$ cat config.mk
export PLATFORM = sky130hd
export DESIGN_NAME = hsplit_cfg
export DESIGN_NICKNAME = d
export VERILOG_FILES = /design/src/hdl/hsplit_pkg.sv /design/src/hdl/hsplit_cfg.sv
export SDC_FILE = /design/constraint.sdc
export NUM_CORES = 1
export LEC_CHECK = 0
export BUFFER_PORTS_ARGS = -buffer_cell sky130_fd_sc_hd__buf_2
export CORE_UTILIZATION = 40
export DETAILED_ROUTE_END_ITERATION = 12
export GPL_ROUTABILITY_DRIVEN = 0
export PLACE_DENSITY = 0.84
export SETUP_SLACK_MARGIN = 0.3
export SYNTH_ARGS = -nofsm -noshare
export SYNTH_HDL_FRONTEND = slang
export SYNTH_SLANG_ARGS = --single-unit
$ cat constraint.sdc
create_clock -name clk -period 6 [get_ports clk]
set_input_delay 0.6 -clock clk [delete_from_list [all_inputs] [get_ports clk]]
set_output_delay 0.6 -clock clk [all_outputs]
set_load 0.005 [all_outputs]
$ cat src/hdl/hsplit_pkg.sv
package hsplit_pkg;

  localparam int WINDOW_BYTES = 2048;
  localparam int ADDR_W       = $clog2(WINDOW_BYTES);
  localparam int CNT_W        = ADDR_W + 1;
  localparam int OFFSET_WIDTH = 24;
  localparam int OFF_OUT_W    = 24;
  localparam int LEN_W        = 11;
  localparam int TS_W         = 32;
  localparam int DATA_W       = 8;
  localparam int MPS_W        = 12;
  localparam int MPS_RESET    = 1400;
  localparam int MPS_MIN      = 3;
  localparam int HDR_BYTES    = 2;
  localparam int PADDR_W      = 3;
  localparam int PDATA_W      = 32;

  localparam logic [PADDR_W-1:0] REG_MAX_PAYLOAD = PADDR_W'(0);

  typedef struct packed {
    logic              we;
    logic [ADDR_W-1:0] waddr;
    logic [DATA_W-1:0] wdata;
    logic [ADDR_W-1:0] raddr;
  } mem_req_t;

  typedef struct packed {
    logic [OFF_OUT_W-1:0] off;
    logic [LEN_W-1:0]     len;
    logic                 pic;
    logic                 mark;
    logic [TS_W-1:0]      ts;
  } desc_t;

endpackage

$ cat src/hdl/hsplit_cfg.sv
module hsplit_cfg (
  input  logic                              clk,
  input  logic                              rst_n,
  input  logic                              psel,
  input  logic                              penable,
  input  logic                              pwrite,
  input  logic [hsplit_pkg::PADDR_W-1:0]    paddr,
  input  logic [hsplit_pkg::PDATA_W-1:0]    pwdata,
  output logic [hsplit_pkg::PDATA_W-1:0]    prdata,
  output logic                              pready,
  output logic [hsplit_pkg::ADDR_W-1:0]     frame_limit
);

  logic [hsplit_pkg::MPS_W-1:0] mps_r;
  int unsigned                  m;

  always_ff @(posedge clk) begin
    if (!rst_n) begin
      mps_r <= hsplit_pkg::MPS_W'(hsplit_pkg::MPS_RESET);
    end else if (psel && penable && pwrite && paddr == hsplit_pkg::REG_MAX_PAYLOAD) begin
      mps_r <= pwdata[hsplit_pkg::MPS_W-1:0];
    end
  end

  always_comb begin
    m = int'(mps_r);
    if (m < hsplit_pkg::MPS_MIN) begin
      m = hsplit_pkg::MPS_MIN;
    end else if (m > hsplit_pkg::WINDOW_BYTES) begin
      m = hsplit_pkg::WINDOW_BYTES;
    end
    frame_limit = hsplit_pkg::ADDR_W'(m - hsplit_pkg::HDR_BYTES);
  end

  assign pready = 1'b1;
  assign prdata = (paddr == hsplit_pkg::REG_MAX_PAYLOAD) ?
                  hsplit_pkg::PDATA_W'(mps_r) : '0;

endmodule

### Word level (Yosys, flattened, before mapping)

Cells that the tools add are included.

* bits in registers: 12
* logic and storage cells: 11

* add/subtract/negate cells: 1
* magnitude comparators: 2
* muxes and demuxes: 3
* reductions and logical operators: 4

Operators by type and width (number)
* $mux 11: 2
* $gt 12x12->1 const B: 1
* $lt 12x2->1 const B: 1
* $mux 12: 1
* $sub 11x2->11 const B: 1
* $logic_and 1x1->1: 3
* $logic_not 3->1: 1

### Logic depth before layout (Yosys ltp)

Gate-level depths: netlist (run 1).

* depth after elaboration: 4
* depth in mapped cells: 8
* gate-level depth less buffers: 8

### Worst setup path after synthesis (run 1)

OpenSTA, ideal clock, no wires.

* kind: register to output
* from: register mps_r[4] (netlist bit)
* to: output frame_limit[9] (netlist bit)
* data arrival time: 2229 ps
* slack: 3171 ps
* stages on the path, launching flop included: 9
* buffers on the path: 0
* path through: dfxtp_1 or4_4 nor4_1 nor3b_1 o21ai_0 ha_1 inv_1 nor4_1 o21ai_0

* word-level cells in the longest chain between the ends: 4
* elaborated cells on any way between the ends: 5
* those cells by class: 1 x add/sub; 2 x order compare; 2 x mux

Ends and longest elaborated chain
* start, declared: RTL line hsplit_cfg.sv:14 `logic [hsplit_pkg::MPS_W-1:0] mps_r;`
* start signal, assigned: RTL line hsplit_cfg.sv:19 `mps_r <= hsplit_pkg::MPS_W'(hsplit_pkg::MPS_RESET);`
* start signal, assigned: RTL line hsplit_cfg.sv:21 `mps_r <= pwdata[hsplit_pkg::MPS_W-1:0];`
* $gt 12x12->1: RTL line hsplit_cfg.sv:29 `end else if (m > hsplit_pkg::WINDOW_BYTES) begin`
* $mux 11: RTL line hsplit_cfg.sv:29
* $mux 11 (*): RTL line hsplit_cfg.sv:27 `if (m < hsplit_pkg::MPS_MIN) begin`
* $sub 11x2->11 (*): RTL line hsplit_cfg.sv:32 `frame_limit = hsplit_pkg::ADDR_W'(m - hsplit_pkg::HDR_BYTES);`
* end, declared: RTL line hsplit_cfg.sv:11 `output logic [hsplit_pkg::ADDR_W-1:0] frame_limit`

Every way passes the cells marked *; elsewhere a longest branch is shown, timed or not.

### Worst setup path in the final report (run 1)

Ends and elaborated chain as after synthesis.

==> flow_summary.json, run 1 <==
{
  "route.detailed.drc": 0,
  "routed-wl-met3_um": 142,
  "synth_commonest_cells": "nand2_1, buf_4, dfxtp_1",
  "ant_nets": 0,
  "fill_cells": 238,
  "largest_registers": "mps_r: 12 flops",
  "synth_edf_count": 0,
  "root_buffer": "clkbuf_4",
  "cts_setup_buffers": 0,
  "largest_reg_flops": 12,
  "grt_max_degree": 15,
  "powerDensity_nw_per_um2": 132,
  "required_ns": 5.40,
  "grt_pass1_wl_um": 3180,
  "first_iter_violations": 7,
  "relSlewSlack": 0.349,
  "ctsResizeCount": 0,
  "fin_skew_ns": 0,
  "yosysTopAreaCellShare": 0.251,
  "power_switching_mw": 0.0349,
  "clock_latency_ns": 0.26,
  "antenna_found_initial": 0,
  "status": "finished clean",
  "placed_cells": 194,
  "layout-drive-gt1-share": 0.302,
  "boundaryPins": 84,
  "synthCells": 132,
  "first_pass_iters": 4,
  "finalWirelength_um": 2030,
  "p_int_mw": 0.113,
  "maxCapViolCount": 0,
  "grt_overflow": 0,
  "nets": 212,
  "yosysMostFrequentCell": "nand2_1",
  "port_buffers": 42,
  "fp.dieH_um": 50.9,
  "slowest_delay_ns": 0.59,
  "top_layer": "met3",
  "instances_no_fill": 197,
  "numCtsBuffers": 3,
  "ys_seq_area_frac": 0.251,
  "slew_viol_final": 0,
  "yosysTopAreaCell": "dfxtp_1",
  "multi_input_area_um2": 593,
  "setup_viol": 0,
  "grt_use_total": 0.162,
  "top_register": "mps_r",
  "seq_power_share": 0.554,
  "cp_max_fo": 7,
  "setup.worst_path.start_class": "flip-flop",
  "end_kind": "output pin",
  "cts_sinks": 12,
  "start_util": 0.429,
  "hp-class": "flip-flop to flip-flop",
  "die_w_um": 50.9,
  "p_leak_nw": 0.532,
  "hold_violations": 0,
  "rsz0062_at_grt": "no",
  "clk_pin_slew_ns": 0.07,
  "synthArstFlopShare": 0,
  "antennaDiodeCount": 0,
  "htreeDepth": 1,
  "num_rows": 17,
  "post_drt_wl_per_cell_um": 10.3,
  "die-area_um2": 2590,
  "synth_ff_type": "dfxtp_1",
  "cts_tree": "yes",
  "vias": 949,
  "grt_pass1_vias": 766,
  "cp_slowest_cell": "or4_4",
  "finalSetupTns_ns": 0,
  "syn_area_um2": 957,
  "tightest_slew_ns": 0.969,
  "path_class": "flip-flop to output pin",
  "min_period_over_period": 0.586,
  "fmax_mhz": 284,
  "synth.area.top_cells": "dfxtp_1, buf_4, nand2_1",
  "dp_hpwl_um": 1620,
  "p_clk_frac": 0.315,
  "routed_via_density": 4.82,
  "synth_area_per_cell_um2": 7.25,
  "path_cells": "or4_4 -> nor4_1 -> nor3b_1 -> o21ai_0 -> ha_1 -> inv_1 -> nor4_1 -> o21ai_0 -> buf_2",
  "ys_warn_count": 0,
  "coreArea_um2": 2230,
  "wl_met1_um": 828,
  "min_period_ns": 3.52,
  "pwr-share-comb": 0.131,
  "worstPathArrival_ns": 2.92,
  "met2_length_um": 1050,
  "area_growth_pct": 16.6,
  "clk_path_buf_depth": 2,
  "yosysUniqueCellTypes": 32,
  "seqCellArea_um2": 240,
  "hold_buffers": 0,
  "vdd_drop_max_mv": 0.0636,
  "swShare": 0.236,
  "synth-seq-cells": 12
}
worst max-delay path, delay by kind of cell, from the launching register on:
family	cells	cell delay, ns
AND/OR/NAND/NOR	4	1.33
flip-flops	1	0.36
AO/OA/AOI/OAI	2	0.36
adder cells (fa/ha/maj)	1	0.31
buffers and inverters	2	0.30
cells by family after synthesis:
family                   count (synthesis)  synth area share
AO/OA/AOI/OAI                           22             0.163
XOR/XNOR                                 1           0.00915
adder cells (fa/ha/maj)                  1            0.0131
buffers and inverters                   31             0.204
flip-flops                              12             0.251
multiplexers                             1            0.0105
other                                    2           0.00785
AND/OR/NAND/NOR                         62             0.341
worst paths after layout:
kind,endpoint,start,depth (start not counted),slack (ns)
worst min register to register,mps_r[1],mps_r[1],2,0.50
worst max-delay path,frame_limit[9],mps_r[4],9,2.48
worst min-delay path,mps_r[1],mps_r[1],2,0.50
worst max register to register,mps_r[11],mps_r[11],2,5.17
layout by cell type, fill, tap and decap left out:
| cell type | count |
|---|---|
| nor4_1 | 5 |
| or4_2 | 1 |
| nor2_1 | 2 |
| and2_1 | 11 |
| nor2b_1 | 2 |
| nand3_1 | 7 |
| xnor2_1 | 1 |
| a21o_2 | 1 |
| and4_1 | 1 |
| or4_4 | 2 |
| mux2i_1 | 1 |
| or3_1 | 1 |
| clkbuf_4 | 3 |
| buf_2 | 42 |
| o21ai_0 | 5 |
| nor3_1 | 2 |
| a21oi_1 | 3 |
| a21boi_0 | 6 |
| dfxtp_1 | 12 |
| nor3b_1 | 1 |
| and2_2 | 1 |
| clkinv_1 | 1 |
| conb_1 | 21 |
| inv_1 | 3 |
| nand4_1 | 1 |
| o31a_1 | 1 |
| o21a_1 | 1 |
| o211ai_1 | 4 |
| o311ai_2 | 1 |
| nand2_1 | 25 |
| ha_1 | 1 |
metrics by stage:
step	utilization	worst slack (ns)	area, um^2	power [mW]	hold slack [ns]
after global routing	0.500	2.26	1120	0.157	0.539
after global placement	0.490	2.87	1090	0.102	0.495
final	0.500	2.48	1120	0.148	0.501
after detailed placement	0.490	2.80	1090	0.103	0.502
after CTS	0.500	2.49	1120	0.149	0.510
after floorplan	-	3.17	1030	0.103	0.458
final cells by class:
| cell class | instances | share of cell area |
|---|---|---|
| inverters | 4 | 0.0135 |
| well taps | 28 | 0.0314 |
| multi-input cells | 108 | 0.531 |
| clock buffers | 3 | 0.0202 |
| flip-flops and latches | 12 | 0.215 |
| repair buffers | 42 | 0.188 |
power groups by stage:
stage,sequential [mW],clock (mW),combinational (mW)
after floorplan,0.0830,0,0.0201
after global placement,0.0836,0,0.0188
after detailed placement,0.0837,0,0.0192
after CTS,0.0818,0.0477,0.0192
after global routing,0.0820,0.0527,0.0221
final,0.0819,0.0465,0.0193
per-layer routing:
layer / up-vias / global-route usage
met4: 0 / 0.0694
met5: - / 0
li1: 483 / -
met1: 423 / 0.186
met2: 43 / 0.292
met3: 0 / 0.0268
Power figures use the tool's default switching activity.
==> run 2: changes to the inputs <==
ABC_AREA = 1   (was unset)
CORE_UTILIZATION = 34   (was 40)
PLACE_DENSITY = 0.75   (was 0.84)
clock period = 3.2 ns   (was 6 ns; I/O delays follow)
==> run 2 against run 1 <==
Synthesized cell count is 20% higher; sequential share of layout area shrank 1.1 points; cell area grew 5.6%; via count rose by 4.7%; non-clock buffer count is the same; largest cell class unchanged; largest power group unchanged.
==> flow_summary.json, run 2 <==
{
  "status": "finished clean",
  "holdWs_ns": 0.262,
  "die_w_um": 56.1,
  "finalSetupTns_ns": 0,
  "powerDensity_nw_per_um2": 269,
  "dp_hpwl_um": 1730,
  "grt_overflow": 0,
  "instances_no_fill": 230,
  "first_iter_violations": 17,
  "rsz0062_at_grt": "no",
  "path_cells": "inv_2 -> nand2_1 -> nor2_1 -> nand2_2 -> nand2_2 -> inv_1 -> ha_1 -> inv_1 -> nor2_1 -> inv_1 -> a21oi_2 -> nand2_1 -> nand2_1 -> nand2_1 -> buf_2",
  "cts_sinks": 12,
  "yosysTopAreaCell": "dfxtp_1",
  "swShare": 0.244,
  "syn_area_um2": 993,
  "yosysMostFrequentCell": "nor2_1",
  "hold_violations": 0,
  "p_int_mw": 0.240,
  "finalWirelength_um": 2090,
  "slowest_delay_ns": 0.46,
  "slew_viol_final": 0,
  "grt_pass1_vias": 796,
  "setup_viol": 0,
  "largest_registers": "mps_r: 12 flops",
  "mostFrequentLayoutCells": "buf_2, nor2_1, nand2_1, conb_1, inv_1",
  "p_clk_frac": 0.371,
  "ant_nets": 0,
  "route.detailed.drc": 0,
  "maxCapViolCount": 0,
  "fin_skew_ns": 0,
  "grt_pass1_wl_um": 3440,
  "ys_seq_area_frac": 0.242,
  "largest_reg_flops": 12,
  "path_class": "flip-flop to output pin",
  "required_ns": 2.88,
  "clk_path_buf_depth": 2,
  "root_buffer": "clkbuf_4",
  "cts_tree": "yes",
  "seq_power_share": 0.483,
  "min_period_ns": 2.47,
  "post_drt_wl_per_cell_um": 9.07,
  "ctsResizeCount": 0,
  "synth-seq-cells": 12,
  "final_common_cell": "buf_2",
  "relSlewSlack": 0.666,
  "numCtsBuffers": 3,
  "cts_setup_buffers": 0,
  "synth_ff_type": "dfxtp_1",
  "fmax_mhz": 405,
  "yosysUniqueCellTypes": 24,
  "hold_buffers": 0,
  "cp_max_fo": 6,
  "synth_edf_count": 0,
  "min_period_over_period": 0.772,
  "ys_warn_count": 0,
  "num_rows": 19,
  "synth_area_per_cell_um2": 6.29,
  "synth_commonest_cells": "nor2_1, nand2_1, buf_4",
  "hp-class": "input pin to flip-flop",
  "design_area_um2": 1180,
  "nets": 241,
  "grt_max_degree": 14,
  "first_pass_iters": 4,
  "cpMostUsedCell": "nand2_1",
  "start_util": 0.360,
  "clock_latency_ns": 0.27,
  "power_switching_mw": 0.0775,
  "worstPathArrival_ns": 2.15,
  "clk_pin_slew_ns": 0.07,
  "synthArstFlopShare": 0,
  "area_growth_pct": 18.6,
  "postPlaceCellArea_um2": 1140,
  "p_leak_nw": 0.668,
  "placed_cells": 226,
  "grt_use_total": 0.136,
  "top_register": "mps_r",
  "coreArea_um2": 2760,
  "fill_cells": 326,
  "tightest_slew_ns": 0.496,
  "vias": 994,
  "routed_via_density": 4.32,
  "htreeDepth": 1,
  "synthCells": 158,
  "port_buffers": 42,
  "vdd_drop_max_mv": 0.207,
  "layout-drive-gt1-share": 0.302,
  "cp_slowest_cell": "dfxtp_1",
  "end_kind": "output pin",
  "pwr-share-comb": 0.146,
  "die-area_um2": 3140,
  "antennaDiodeCount": 0,
  "synth.area.top_cells": "dfxtp_1, buf_4, nor2_1",
  "setup.worst_path.start_class": "flip-flop",
  "fp.dieH_um": 56.1,
  "boundaryPins": 84,
  "yosysTopAreaCellShare": 0.242,
  "antenna_found_initial": 0
}
[run 2: cell count changes after synthesis, sizes merged, moves of 3 or more]
cell / before / now
o211ai: 4 / 0
a21boi: 6 / 0
nor2: 2 / 29
inv: 3 / 22
o21ai: 5 / 15
or4: 3 / 0
and2: 12 / 0
nand2: 25 / 28
a21oi: 3 / 14
clkbuf: 5 / 1
nor4: 5 / 0
[run 2: path summary, 6_finish.rpt]
path | startpoint | to | slack (ns) | depth (start not counted)
max | mps_r[11] | frame_limit[9] | 0.73 | 15
min | pwdata[10] | mps_r[10] | 0.26 | 3
max reg2reg | mps_r[4] | mps_r[4] | 2.42 | 2
min reg2reg | mps_r[0] | mps_r[0] | 0.51 | 2
[run 2: layer usage]
metal  vias up  global-route usage  wire length (um)
met5         -                   0                 0
met4         0              0.0627                29
met3         4              0.0256               153
met2        43               0.213               935
met1       412               0.180               970
li1        535                   -                 -
[run 2: cell families after synthesis]
group,Yosys count,share of synthesized area
adders and majority gates,1,0.0126
AOI/OAI and AO/OA,31,0.175
and+or+nand+nor,63,0.281
DFF,12,0.242
buffers and inverters,46,0.256
xor gates and xnor gates,3,0.0265
other,2,0.00756
[run 2: critical path, delay by kind of cell, from the launching register on]
family                     cells  cell delay (ns)
buffers and inverters          5             0.46
and+or+nand+nor                8             0.67
AOI/OAI and AO/OA              1             0.15
DFF                            1             0.46
adders and majority gates      1             0.14
[run 2: power by group through the flow]
| stage | combinational, mW | sequential (mW) | clock (mW) |
|---|---|---|---|
| final | 0.0463 | 0.153 | 0.118 |
| after global routing | 0.0533 | 0.154 | 0.128 |
| after detailed placement | 0.0462 | 0.157 | 0 |
| after floorplan | 0.0441 | 0.156 | 0 |
| after global placement | 0.0457 | 0.157 | 0 |
| after CTS | 0.0465 | 0.153 | 0.120 |
[run 2: stage by stage]
step	power [mW]	utilization	setup WS, ns
after floorplan	0.200	-	1.29
after global routing	0.335	0.427	0.494
final	0.317	0.427	0.730
after CTS	0.320	0.427	0.711
after detailed placement	0.203	0.414	1.01
after global placement	0.202	0.414	1.02
[run 2: layout make-up]
class,count,area (um^2),area share
Clock buffer,4,36.3,0.0308
Inverter,22,82.6,0.0701
Multi-Input combinational cell,119,571,0.484
Sequential cell,12,240,0.204
Tap cell,31,38.8,0.0329
Timing Repair Buffer,42,210,0.178
