[src/hdl/hsplit_pkg.sv]
package hsplit_pkg;

  localparam int WINDOW_BYTES = 2048;
  localparam int ADDR_W       = $clog2(WINDOW_BYTES);
  localparam int CNT_W        = ADDR_W + 1;
  localparam int OFFSET_WIDTH = 24;
  localparam int OFF_OUT_W    = 24;
  localparam int LEN_W        = 11;
  localparam int TS_W         = 32;
  localparam int DATA_W       = 8;
  localparam int MPS_W        = 12;
  localparam int MPS_RESET    = 1400;
  localparam int MPS_MIN      = 3;
  localparam int HDR_BYTES    = 2;
  localparam int PADDR_W      = 3;
  localparam int PDATA_W      = 32;

  localparam logic [PADDR_W-1:0] REG_MAX_PAYLOAD = PADDR_W'(0);

  typedef struct packed {
    logic              we;
    logic [ADDR_W-1:0] waddr;
    logic [DATA_W-1:0] wdata;
    logic [ADDR_W-1:0] raddr;
  } mem_req_t;

  typedef struct packed {
    logic [OFF_OUT_W-1:0] off;
    logic [LEN_W-1:0]     len;
    logic                 pic;
    logic                 mark;
    logic [TS_W-1:0]      ts;
  } desc_t;

endpackage

[src/hdl/hsplit_ctrl.sv]
module hsplit_ctrl (
  input  logic                              clk,
  input  logic                              rst_n,
  input  logic                              in_valid,
  output logic                              in_ready,
  input  logic [hsplit_pkg::DATA_W-1:0]     in_data_byte,
  input  logic                              in_frame_last,
  input  logic [hsplit_pkg::TS_W-1:0]       in_frame_timestamp,
  output logic                              out_valid,
  input  logic                              out_ready,
  output hsplit_pkg::desc_t                 out_desc,
  output logic                              out_last,
  input  logic [hsplit_pkg::ADDR_W-1:0]     frame_limit,
  output hsplit_pkg::mem_req_t              mem_req,
  input  logic [hsplit_pkg::DATA_W-1:0]     mem_rdata
);

  localparam int AW = hsplit_pkg::ADDR_W;
  localparam int CW = hsplit_pkg::CNT_W;
  localparam int DW = hsplit_pkg::DATA_W;
  localparam int OW = hsplit_pkg::OFFSET_WIDTH;

  typedef enum logic [7:0] {
    ST_IDLE = 8'b0000_0001,
    ST_LOOP = 8'b0000_0010,
    ST_PIC0 = 8'b0000_0100,
    ST_PIC1 = 8'b0000_1000,
    ST_PIC2 = 8'b0001_0000,
    ST_SRCH = 8'b0010_0000,
    ST_EMIT = 8'b0100_0000,
    ST_FIN  = 8'b1000_0000
  } state_t;

  state_t               state_r, state_nxt;
  logic                 open_r, open_nxt;
  logic [CW-1:0]        fill_r, fill_nxt;
  logic [AW-1:0]        head_r, head_nxt;
  logic [OW-1:0]        base_r, base_nxt;
  logic [hsplit_pkg::TS_W-1:0] ts_r, ts_nxt;
  logic [AW-1:0]        lim_r, lim_nxt;
  logic                 pknown_r, pknown_nxt;
  logic                 pflag_r, pflag_nxt;
  logic                 last_r, last_nxt;
  logic [1:0]           cnt_r, cnt_nxt;
  logic                 done_r, done_nxt;
  logic [DW-1:0]        b0_r, b0_nxt;
  logic [CW-1:0]        rdidx_r, rdidx_nxt;
  logic                 retv_r, retv_nxt;
  logic [CW-1:0]        retidx_r, retidx_nxt;
  logic [DW-1:0]        w0_r, w0_nxt, w1_r, w1_nxt, w2_r, w2_nxt;
  logic [AW-1:0]        cut_r, cut_nxt;
  logic                 pendv_r, pendv_nxt;
  hsplit_pkg::desc_t    pend_r, pend_nxt;
  logic                 outv_r, outv_nxt;
  hsplit_pkg::desc_t    outd_r, outd_nxt;
  logic                 outl_r, outl_nxt;

  logic [CW-1:0]        fill_e;
  logic [DW-1:0]        val;
  logic                 eval_pt, hit_a, hit_b;
  logic                 out_free, can_push, mark;
  logic [CW-1:0]        lim_ext;
  hsplit_pkg::desc_t    desc;

  always_ff @(posedge clk) begin
    if (!rst_n) begin
      state_r  <= ST_IDLE;
      open_r   <= 1'b0;
      fill_r   <= '0;
      head_r   <= '0;
      base_r   <= '0;
      ts_r     <= '0;
      lim_r    <= '0;
      pknown_r <= 1'b0;
      pflag_r  <= 1'b0;
      last_r   <= 1'b0;
      cnt_r    <= '0;
      done_r   <= 1'b0;
      retv_r   <= 1'b0;
      pendv_r  <= 1'b0;
      outv_r   <= 1'b0;
    end else begin
      state_r  <= state_nxt;
      open_r   <= open_nxt;
      fill_r   <= fill_nxt;
      head_r   <= head_nxt;
      base_r   <= base_nxt;
      ts_r     <= ts_nxt;
      lim_r    <= lim_nxt;
      pknown_r <= pknown_nxt;
      pflag_r  <= pflag_nxt;
      last_r   <= last_nxt;
      cnt_r    <= cnt_nxt;
      done_r   <= done_nxt;
      retv_r   <= retv_nxt;
      pendv_r  <= pendv_nxt;
      outv_r   <= outv_nxt;
    end
  end

  always_ff @(posedge clk) begin
    b0_r     <= b0_nxt;
    rdidx_r  <= rdidx_nxt;
    retidx_r <= retidx_nxt;
    w0_r     <= w0_nxt;
    w1_r     <= w1_nxt;
    w2_r     <= w2_nxt;
    cut_r    <= cut_nxt;
    pend_r   <= pend_nxt;
    outd_r   <= outd_nxt;
    outl_r   <= outl_nxt;
  end

  // out-of-frame bytes read as zero
  assign val      = (retidx_r < fill_r) ? mem_rdata : '0;
  assign lim_ext  = CW'(lim_r);
  assign eval_pt  = retv_r && (retidx_r + CW'(2) <= lim_ext) && (retidx_r[0] == lim_r[0]);
  assign hit_a    = (w0_r == '0) && (w1_r == '0) && (w2_r != '0);
  assign hit_b    = (w0_r == '0) && (val == '0) && (w1_r != '0);
  assign out_free = !outv_r || out_ready;
  assign can_push = !pendv_r || out_free;
  assign mark     = last_r && (CW'(cut_r) == fill_r);
  assign fill_e   = open_r ? fill_r : '0;

  always_comb begin
    desc.off  = hsplit_pkg::OFF_OUT_W'(base_r);
    desc.len  = hsplit_pkg::LEN_W'(cut_r);
    desc.pic  = pflag_r;
    desc.mark = mark;
    desc.ts   = ts_r;
  end

  always_comb begin
    state_nxt  = state_r;
    open_nxt   = open_r;
    fill_nxt   = fill_r;
    head_nxt   = head_r;
    base_nxt   = base_r;
    ts_nxt     = ts_r;
    lim_nxt    = lim_r;
    pknown_nxt = pknown_r;
    pflag_nxt  = pflag_r;
    last_nxt   = last_r;
    cnt_nxt    = cnt_r;
    done_nxt   = done_r;
    b0_nxt     = b0_r;
    rdidx_nxt  = rdidx_r;
    retv_nxt   = 1'b0;
    retidx_nxt = retidx_r;
    w0_nxt     = w0_r;
    w1_nxt     = w1_r;
    w2_nxt     = w2_r;
    cut_nxt    = cut_r;
    pendv_nxt  = pendv_r;
    pend_nxt   = pend_r;
    outv_nxt   = outv_r && !out_ready;
    outd_nxt   = outd_r;
    outl_nxt   = outl_r;
    mem_req.we    = 1'b0;
    mem_req.waddr = head_r + AW'(fill_e);
    mem_req.wdata = in_data_byte;
    mem_req.raddr = head_r;
    in_ready      = 1'b0;

    unique case (state_r)
      ST_IDLE: begin
        in_ready = 1'b1;
        if (in_valid) begin
          if (!open_r) begin
            open_nxt   = 1'b1;
            ts_nxt     = in_frame_timestamp;
            lim_nxt    = frame_limit;
            base_nxt   = '0;
            pknown_nxt = 1'b0;
            pflag_nxt  = 1'b0;
          end
          fill_nxt = fill_e;
          if (fill_e < CW'(hsplit_pkg::WINDOW_BYTES)) begin
            mem_req.we = 1'b1;
            fill_nxt   = fill_e + CW'(1);
          end
          last_nxt  = in_frame_last;
          cnt_nxt   = '0;
          done_nxt  = 1'b0;
          state_nxt = ST_LOOP;
        end
      end
      ST_LOOP: begin
        priority if (cnt_r == 2'd2 || done_r) begin
          state_nxt = ST_FIN;
        end else if (!pknown_r) begin
          priority if (fill_r >= CW'(2)) begin
            state_nxt = ST_PIC0;
          end else if (last_r) begin
            pknown_nxt = 1'b1;
            pflag_nxt  = 1'b0;
          end else begin
            state_nxt = ST_FIN;
          end
        end else if ((last_r && fill_r > lim_ext) ||
                     (!last_r && fill_r >= lim_ext + CW'(2))) begin
          if (lim_r <= AW'(2)) begin
            cut_nxt   = lim_r;
            state_nxt = ST_EMIT;
          end else begin
            rdidx_nxt = lim_ext + CW'(1);
            state_nxt = ST_SRCH;
          end
        end else if (last_r) begin
          cut_nxt   = AW'(fill_r);
          state_nxt = ST_EMIT;
        end else begin
          state_nxt = ST_FIN;
        end
      end
      ST_PIC0: begin
        mem_req.raddr = head_r;
        state_nxt     = ST_PIC1;
      end
      ST_PIC1: begin
        mem_req.raddr = head_r + AW'(1);
        b0_nxt        = mem_rdata;
        state_nxt     = ST_PIC2;
      end
      ST_PIC2: begin
        pknown_nxt = 1'b1;
        pflag_nxt  = (b0_r == '0) && (mem_rdata == '0);
        if ((b0_r == '0) && (mem_rdata == '0)) begin
          head_nxt = head_r + AW'(2);
          fill_nxt = fill_r - CW'(2);
          base_nxt = base_r + OW'(2);
        end
        state_nxt = ST_LOOP;
      end
      ST_SRCH: begin
        mem_req.raddr = head_r + AW'(rdidx_r);
        rdidx_nxt     = rdidx_r - CW'(1);
        retv_nxt      = 1'b1;
        retidx_nxt    = rdidx_r;
        if (retv_r) begin
          w0_nxt = val;
          w1_nxt = w0_r;
          w2_nxt = w1_r;
          if (eval_pt) begin
            priority if (hit_a) begin
              cut_nxt   = AW'(retidx_r + CW'(1));
              state_nxt = ST_EMIT;
            end else if (hit_b) begin
              cut_nxt   = AW'(retidx_r);
              state_nxt = ST_EMIT;
            end else if (retidx_r <= CW'(2)) begin
              cut_nxt   = lim_r;
              state_nxt = ST_EMIT;
            end else begin
              cut_nxt = cut_r;
            end
            if (hit_a || hit_b || retidx_r <= CW'(2)) begin
              retv_nxt = 1'b0;
            end
          end
        end
      end
      ST_EMIT: begin
        if (can_push) begin
          if (pendv_r) begin
            outv_nxt = 1'b1;
            outd_nxt = pend_r;
            outl_nxt = 1'b0;
          end
          pendv_nxt  = 1'b1;
          pend_nxt   = desc;
          head_nxt   = head_r + cut_r;
          fill_nxt   = fill_r - CW'(cut_r);
          base_nxt   = base_r + OW'(cut_r);
          pknown_nxt = 1'b0;
          cnt_nxt    = cnt_r + 2'd1;
          done_nxt   = mark;
          state_nxt  = ST_LOOP;
        end
      end
      ST_FIN: begin
        if (can_push) begin
          if (pendv_r) begin
            outv_nxt  = 1'b1;
            outd_nxt  = pend_r;
            outl_nxt  = 1'b1;
            pendv_nxt = 1'b0;
          end
          if (last_r) begin
            open_nxt   = 1'b0;
            fill_nxt   = '0;
            base_nxt   = '0;
            pknown_nxt = 1'b0;
            pflag_nxt  = 1'b0;
          end
          state_nxt = ST_IDLE;
        end
      end
      default: state_nxt = ST_IDLE;
    endcase
  end

  assign out_valid = outv_r;
  assign out_desc  = outd_r;
  assign out_last  = outl_r;

endmodule

[config.mk]
export PLATFORM = sky130hd
export DESIGN_NAME = hsplit_ctrl
export DESIGN_NICKNAME = d
export VERILOG_FILES = /design/src/hdl/hsplit_pkg.sv /design/src/hdl/hsplit_ctrl.sv
export SDC_FILE = /design/constraint.sdc
export NUM_CORES = 1
export LEC_CHECK = 0
export BUFFER_PORTS_ARGS = -buffer_cell sky130_fd_sc_hd__buf_4
export CAP_MARGIN = 25
export CORE_AREA = 5 5 183 203
export CTS_CLUSTER_DIAMETER = 60
export DETAILED_ROUTE_END_ITERATION = 10
export DIE_AREA = 0 0 188 208
export PLACE_DENSITY = 0.69
export SLEW_MARGIN = 20
export SYNTH_ARGS = -nofsm -noshare
export SYNTH_HDL_FRONTEND = slang
export SYNTH_SLANG_ARGS = --single-unit
[constraint.sdc]
create_clock -name clk -period 13.94 [get_ports clk]
set_clock_uncertainty 0.2 [all_clocks]
set_input_delay 2.788 -clock clk [delete_from_list [all_inputs] [get_ports clk]]
set_output_delay 2.788 -clock clk [all_outputs]
set_load 0.01 [all_outputs]
**Word-level counts from Yosys, hierarchy flattened**

Cells that the tools add are included.

- $add $sub $neg: 16
- Order comparisons: 8
- Eq/ne operators: 31
- Mux-type cells: 93
- Bitwise gates (word level): 1
- Reduce and logical (&&, ||, !) cells: 55

Operator list:

| cell | count |
|---|---|
| two-way mux 24 bit | 6 |
| two-way mux 11 bit | 12 |
| two-way mux 12 bit | 11 |
| two-way mux 8 bit | 15 |
| case mux 24 bit (4 select lines) | 1 |
| case mux 11 bit (2 select lines) | 3 |
| case mux 8 bit (8 select lines) | 1 |
| case mux 12 bit (4 select lines) | 1 |
| zero test 8 bit | 5 |
| adder 11 bit | 3 |
| two-way mux 1 bit | 32 |
| != test 2 bit (second input constant) | 16 |
| AND reduction 7 bit | 4 |
| adder 24 x 11 -> 24 bit | 1 |
| adder 24 x 2 -> 24 bit (second input constant) | 1 |
| case mux 12 bit (2 select lines) | 1 |
| adder 11 x 1 -> 11 bit (second input constant) | 2 |
| nonzero test 8 bit | 2 |
| AND reduction 3 bit | 5 |
| adder 11 x 1 -> 12 bit (second input constant) | 1 |
| adder 11 x 2 -> 12 bit (second input constant) | 1 |
| adder 12 x 1 -> 12 bit (second input constant) | 1 |
| adder 12 x 2 -> 12 bit (second input constant) | 1 |
| == test 11 x 12 -> 1 bit | 1 |
| 45 further kinds | 77 |

- Bits in registers: 314
- Logic and storage cells: 237

**Logic depth before layout (Yosys ltp)**

- Depth in word-level cells: 10
- Gate-level depth with buffers: 18

**Worst setup path before layout**

No wires, ideal clock.

- Path type: register to output
- Start point: register state_r[6]
- End point: output mem_req[10] (netlist name)
- Arrival: 3.785 ns
- Data required time: 10.952 ns
- Setup slack: 7.167 ns
- Cell stages (with the launch flop): 19
- Cells stage by stage: dfxtp_1 buf_6 or4_1 buf_2 nor3_1 nand3b_1 clkinv_1 clkbuf_1 nand2_1 ha_1 inv_1 fa_1 inv_1 a21o_1 a41oi_1 a21boi_0 a31oi_1 mux2i_1 xnor2_1

RTL lines:

| what | line | text |
|---|---|---|
| start, declared | hsplit_ctrl.sv:34 | `state_t state_r, state_nxt;` |
| start signal, assigned | hsplit_ctrl.sv:83 | `state_r <= state_nxt;` |
| end, declared | hsplit_ctrl.sv:14 | `output hsplit_pkg::mem_req_t mem_req,` |

==> impl_results.md <==
- Status: complete, no violations
- Detailed Route Iter0 Violations: between 1000 and 1500
- Synthesized Nets: 1903
- FF-to-FF End: rdidx_r[10]
- MaxCap Viol Count: 0
- CTS root buf: clkbuf_16
- Clk pin slew, worst setup/hold paths: 60 ps
- Critical path class: reg2out
- Tmin final: 8010 ps
- Final nets: 2011
- Antenna Diode Count: 0
- Die H: 208 um
- Fraction of layout cells with a size suffix above 1: 13.5%
- DIE WIDTH: 188 um
- CTS tree: yes
- CTS resizes: 0
- Yosys cell types: 79
- Mapped Cells: 1725
- Skew-Pair Late Insertion Delay: around 530 ps
- Vias: 13800
- CTS sink cnt: 314
- Mux share of post-synthesis cell area: 1.60%
- Dominant synthesized flop cell: edfxtp_1
- Cell Area, Synth: 17200 um^2
- Worst-path maximum fanout: 37
- Initial antenna violation count: 0
- HP Class: reg2reg
- Synth Area in Compound Gates: 16.0%
- Vias in the first global route: approximately 13000
- Cell area power density: 129 nW/um^2
- Cell mode on critical path: buf_4
- Largest cells by area after synthesis: edfxtp_1, dfxtp_1, ha_1
- DP HPWL: 33.3 mm
- Unrepaired setup endpoints after global routing: false
- Area occupied by multi-input gates: 8110 um^2
- Count leader, synth: edfxtp_1
- Vias per cell: 5.98
- Yosys top cell area share: 36.0%
- Cell accounting for the most synthesized area: edfxtp_1
- Placer Congestion: 0.959
- Total Routing Usage GR: 22.6%
- LEAKAGE: 7.51 nW
- Adder-Cell Fraction of Synth Area: 8.53%
- Area growth, synth to finish: 14.9%
- Full die area: 39100 um^2
- Fill cells: 3037
- Max Clk Rate: between 100 and 150 MHz
- EDFF count, synth: 206
- Drt drc: 0
- Remaining antenna violation count: 0
- IO Pins: 167
- CTS Buf Count: 36
- Crit path largest cell delay: ~700 ps
- Std-Cell Core Area: 34800 um^2
- CP startpoint kind: flop
- # hold bufs at CTS: 0
- Most instantiated cells after synthesis: edfxtp_1, nand2_1, a21oi_1, nor2_1, ha_1
- Initial core utilization: 49.4%
- WHS Path Cells: 0
- PortBufs: 150
- Largest net degree at the start of global routing: 70
- First-pass GRT wire length: 72.1 mm
- Largest family of logic cells by synthesized area: simple AND/OR/NAND/NOR gates
- Buffers & Inverters on Critical Path: 6
- Yosys warns: 0
- Worst-margin pin slew: 1030 ps
- Fin Setup TNS: 0 ps
- H-Tree Depth: 2
- DRT Pass-1 Iters: 6
- R2R depth: 13
- Sequential share of the synthesized area: 48.6%
- CP arrival: roughly 5000 ps
- Hold_ws: roughly 220 ps
- Post-Route WL: 45.8 mm
- Reg area: around 8300 um^2
- Post-Synth Simple-Gate Area: between 10% and 20%
- Final setup fails: 0
- CP Capture Type: output port
- Worst hold path startpoint: pend_r[31]
- Cell Chain, Critical Path: or4_1 > nor3_1 > nand3b_1 > buf_4 > clkinv_1 > buf_4 > nand2_1 > ha_1 > inv_1 > fa_1 > inv_1 > a21o_1 > a41oi_1 > a21boi_0 > a31oi_1 > mux2i_1 > xnor2_1 > buf_4
- Post-Synth XOR/XNOR Area: approximately 4.3%
- Cell Rows: 72
- Max-slew violations: 0
- Reg-to-reg startpoint: lim_r[1]
- Post-Syn Area per Cell: 9.95 um^2
- Max_slew headroom: 31.3%
- Critical path data required time: about 11000 ps
- Post-CTS Setup Repair Bufs: 0
- Total congestion overflow: 0
- Fin. Hold Viols: 0
- Period utilization: 57.4%
- Asr flop ratio synth: 0%
- Hold path endpoint: out_desc[31]
- Slowest cell on crit path: or4_1
- Delay-heaviest family, CP: buffers and inverters
- CTS Buffer Depth: 3
- Routed len/inst: 19.9 um
- R2R setup slack: 8940 ps
- Post-synthesis register bit count: approximately 310
- Max IR drop VDD: 91.4 uV
[where the power goes]
| group | internal [W] | switching (W) |
|---|---|---|
| sequential | 0.00102 | 0.0000612 |
| combinational | 0.000204 | 0.000312 |
| clock | 0.000547 | 0.000392 |
| total | 0.00177 | 0.000765 |
[area by class of cell]
type                       count  share of cell area (%)
clock buffer                  43                    4.70
clock inverter                23                    1.34
inverter                      76                    1.45
multi-input combinational   1242                    41.1
sequential                   314                    42.3
tap                          444                    2.82
timing repair buffer         163                    6.21
[how the worst max path moves through the flow]
stage	from	endpoint	slack, ps	cells after the start
after floorplan	state_r[6]	mem_req[10]	7170	18
after global placement	state_r[6]	mem_req[10]	6690	18
after detailed placement	state_r[6]	mem_req[10]	6530	18
after CTS	state_r[6]	mem_req[10]	5940	18
after global routing	state_r[6]	mem_req[10]	5570	18
final	state_r[6]	mem_req[10]	5930	18
[state kept, by name (all words and copies together), names as in the netlist, 2 cells and up]
name	cells
out_desc	69
pend_r	69
ts_r	32
base_r	24
fill_r	12
rdidx_r	12
retidx_r	12
cut_r	11
head_r	11
lim_r	11
b0_r	8
state_r	8
w0_r	8
w1_r	8
w2_r	8
cnt_r	2
[cells in the final DEF (no fill, tap or decap), types with 28 or more instances in the layout]
master | Yosys | final
clkbuf_16 | 0 | 36
nor2_1 | 115 | 114
o21ai_0 | 87 | 87
buf_4 | 9 | 163
and3_1 | 35 | 34
nand2_1 | 180 | 180
a21oi_1 | 149 | 149
nand3_1 | 55 | 55
nor3_1 | 38 | 38
dfxtp_1 | 108 | 108
inv_1 | 74 | 72
a31oi_1 | 29 | 29
xnor2_1 | 55 | 55
and2_1 | 28 | 28
edfxtp_1 | 206 | 206
xor2_1 | 30 | 30
ha_1 | 109 | 109
[per-layer routing]
metal / vias to the layer above / wire [um] / share of wire, % / global-route usage, %
li1: 6604 / - / - / -
met1: 6549 / 18400 / 40 / 27.7
met2: 489 / 22800 / 50 / 39.6
met3: 134 / 2500 / 5.5 / 3.35
met4: 0 / 2090 / 4.6 / 9.77
met5: - / 0 / 0 / 0
[cell families after synthesis]
logic type               Yosys count
buffers and inverters            169
XOR/XNOR                          85
AND/OR/NAND/NOR                  578
multiplexers                      27
flip-flops                       314
AO/OA/AOI/OAI                    438
adder cells (fa/ha/maj)          114
[metrics by stage]
stage	util [%]	setup WS (ps)	area [um^2]	instances	total power (W)
6_report	56.7	5930	19700	2305	0.00254
4_1_cts	56.7	5940	19700	2305	0.00255
3_5_place_dp	53.3	6530	18500	2239	0.00161
2_1_floorplan	-	7170	17200	1725	0.00147
3_3_place_gp	53.3	6690	18500	2239	0.00160
5_1_grt	56.7	5570	19700	2305	0.00266
(Power assumes the default switching activity.)
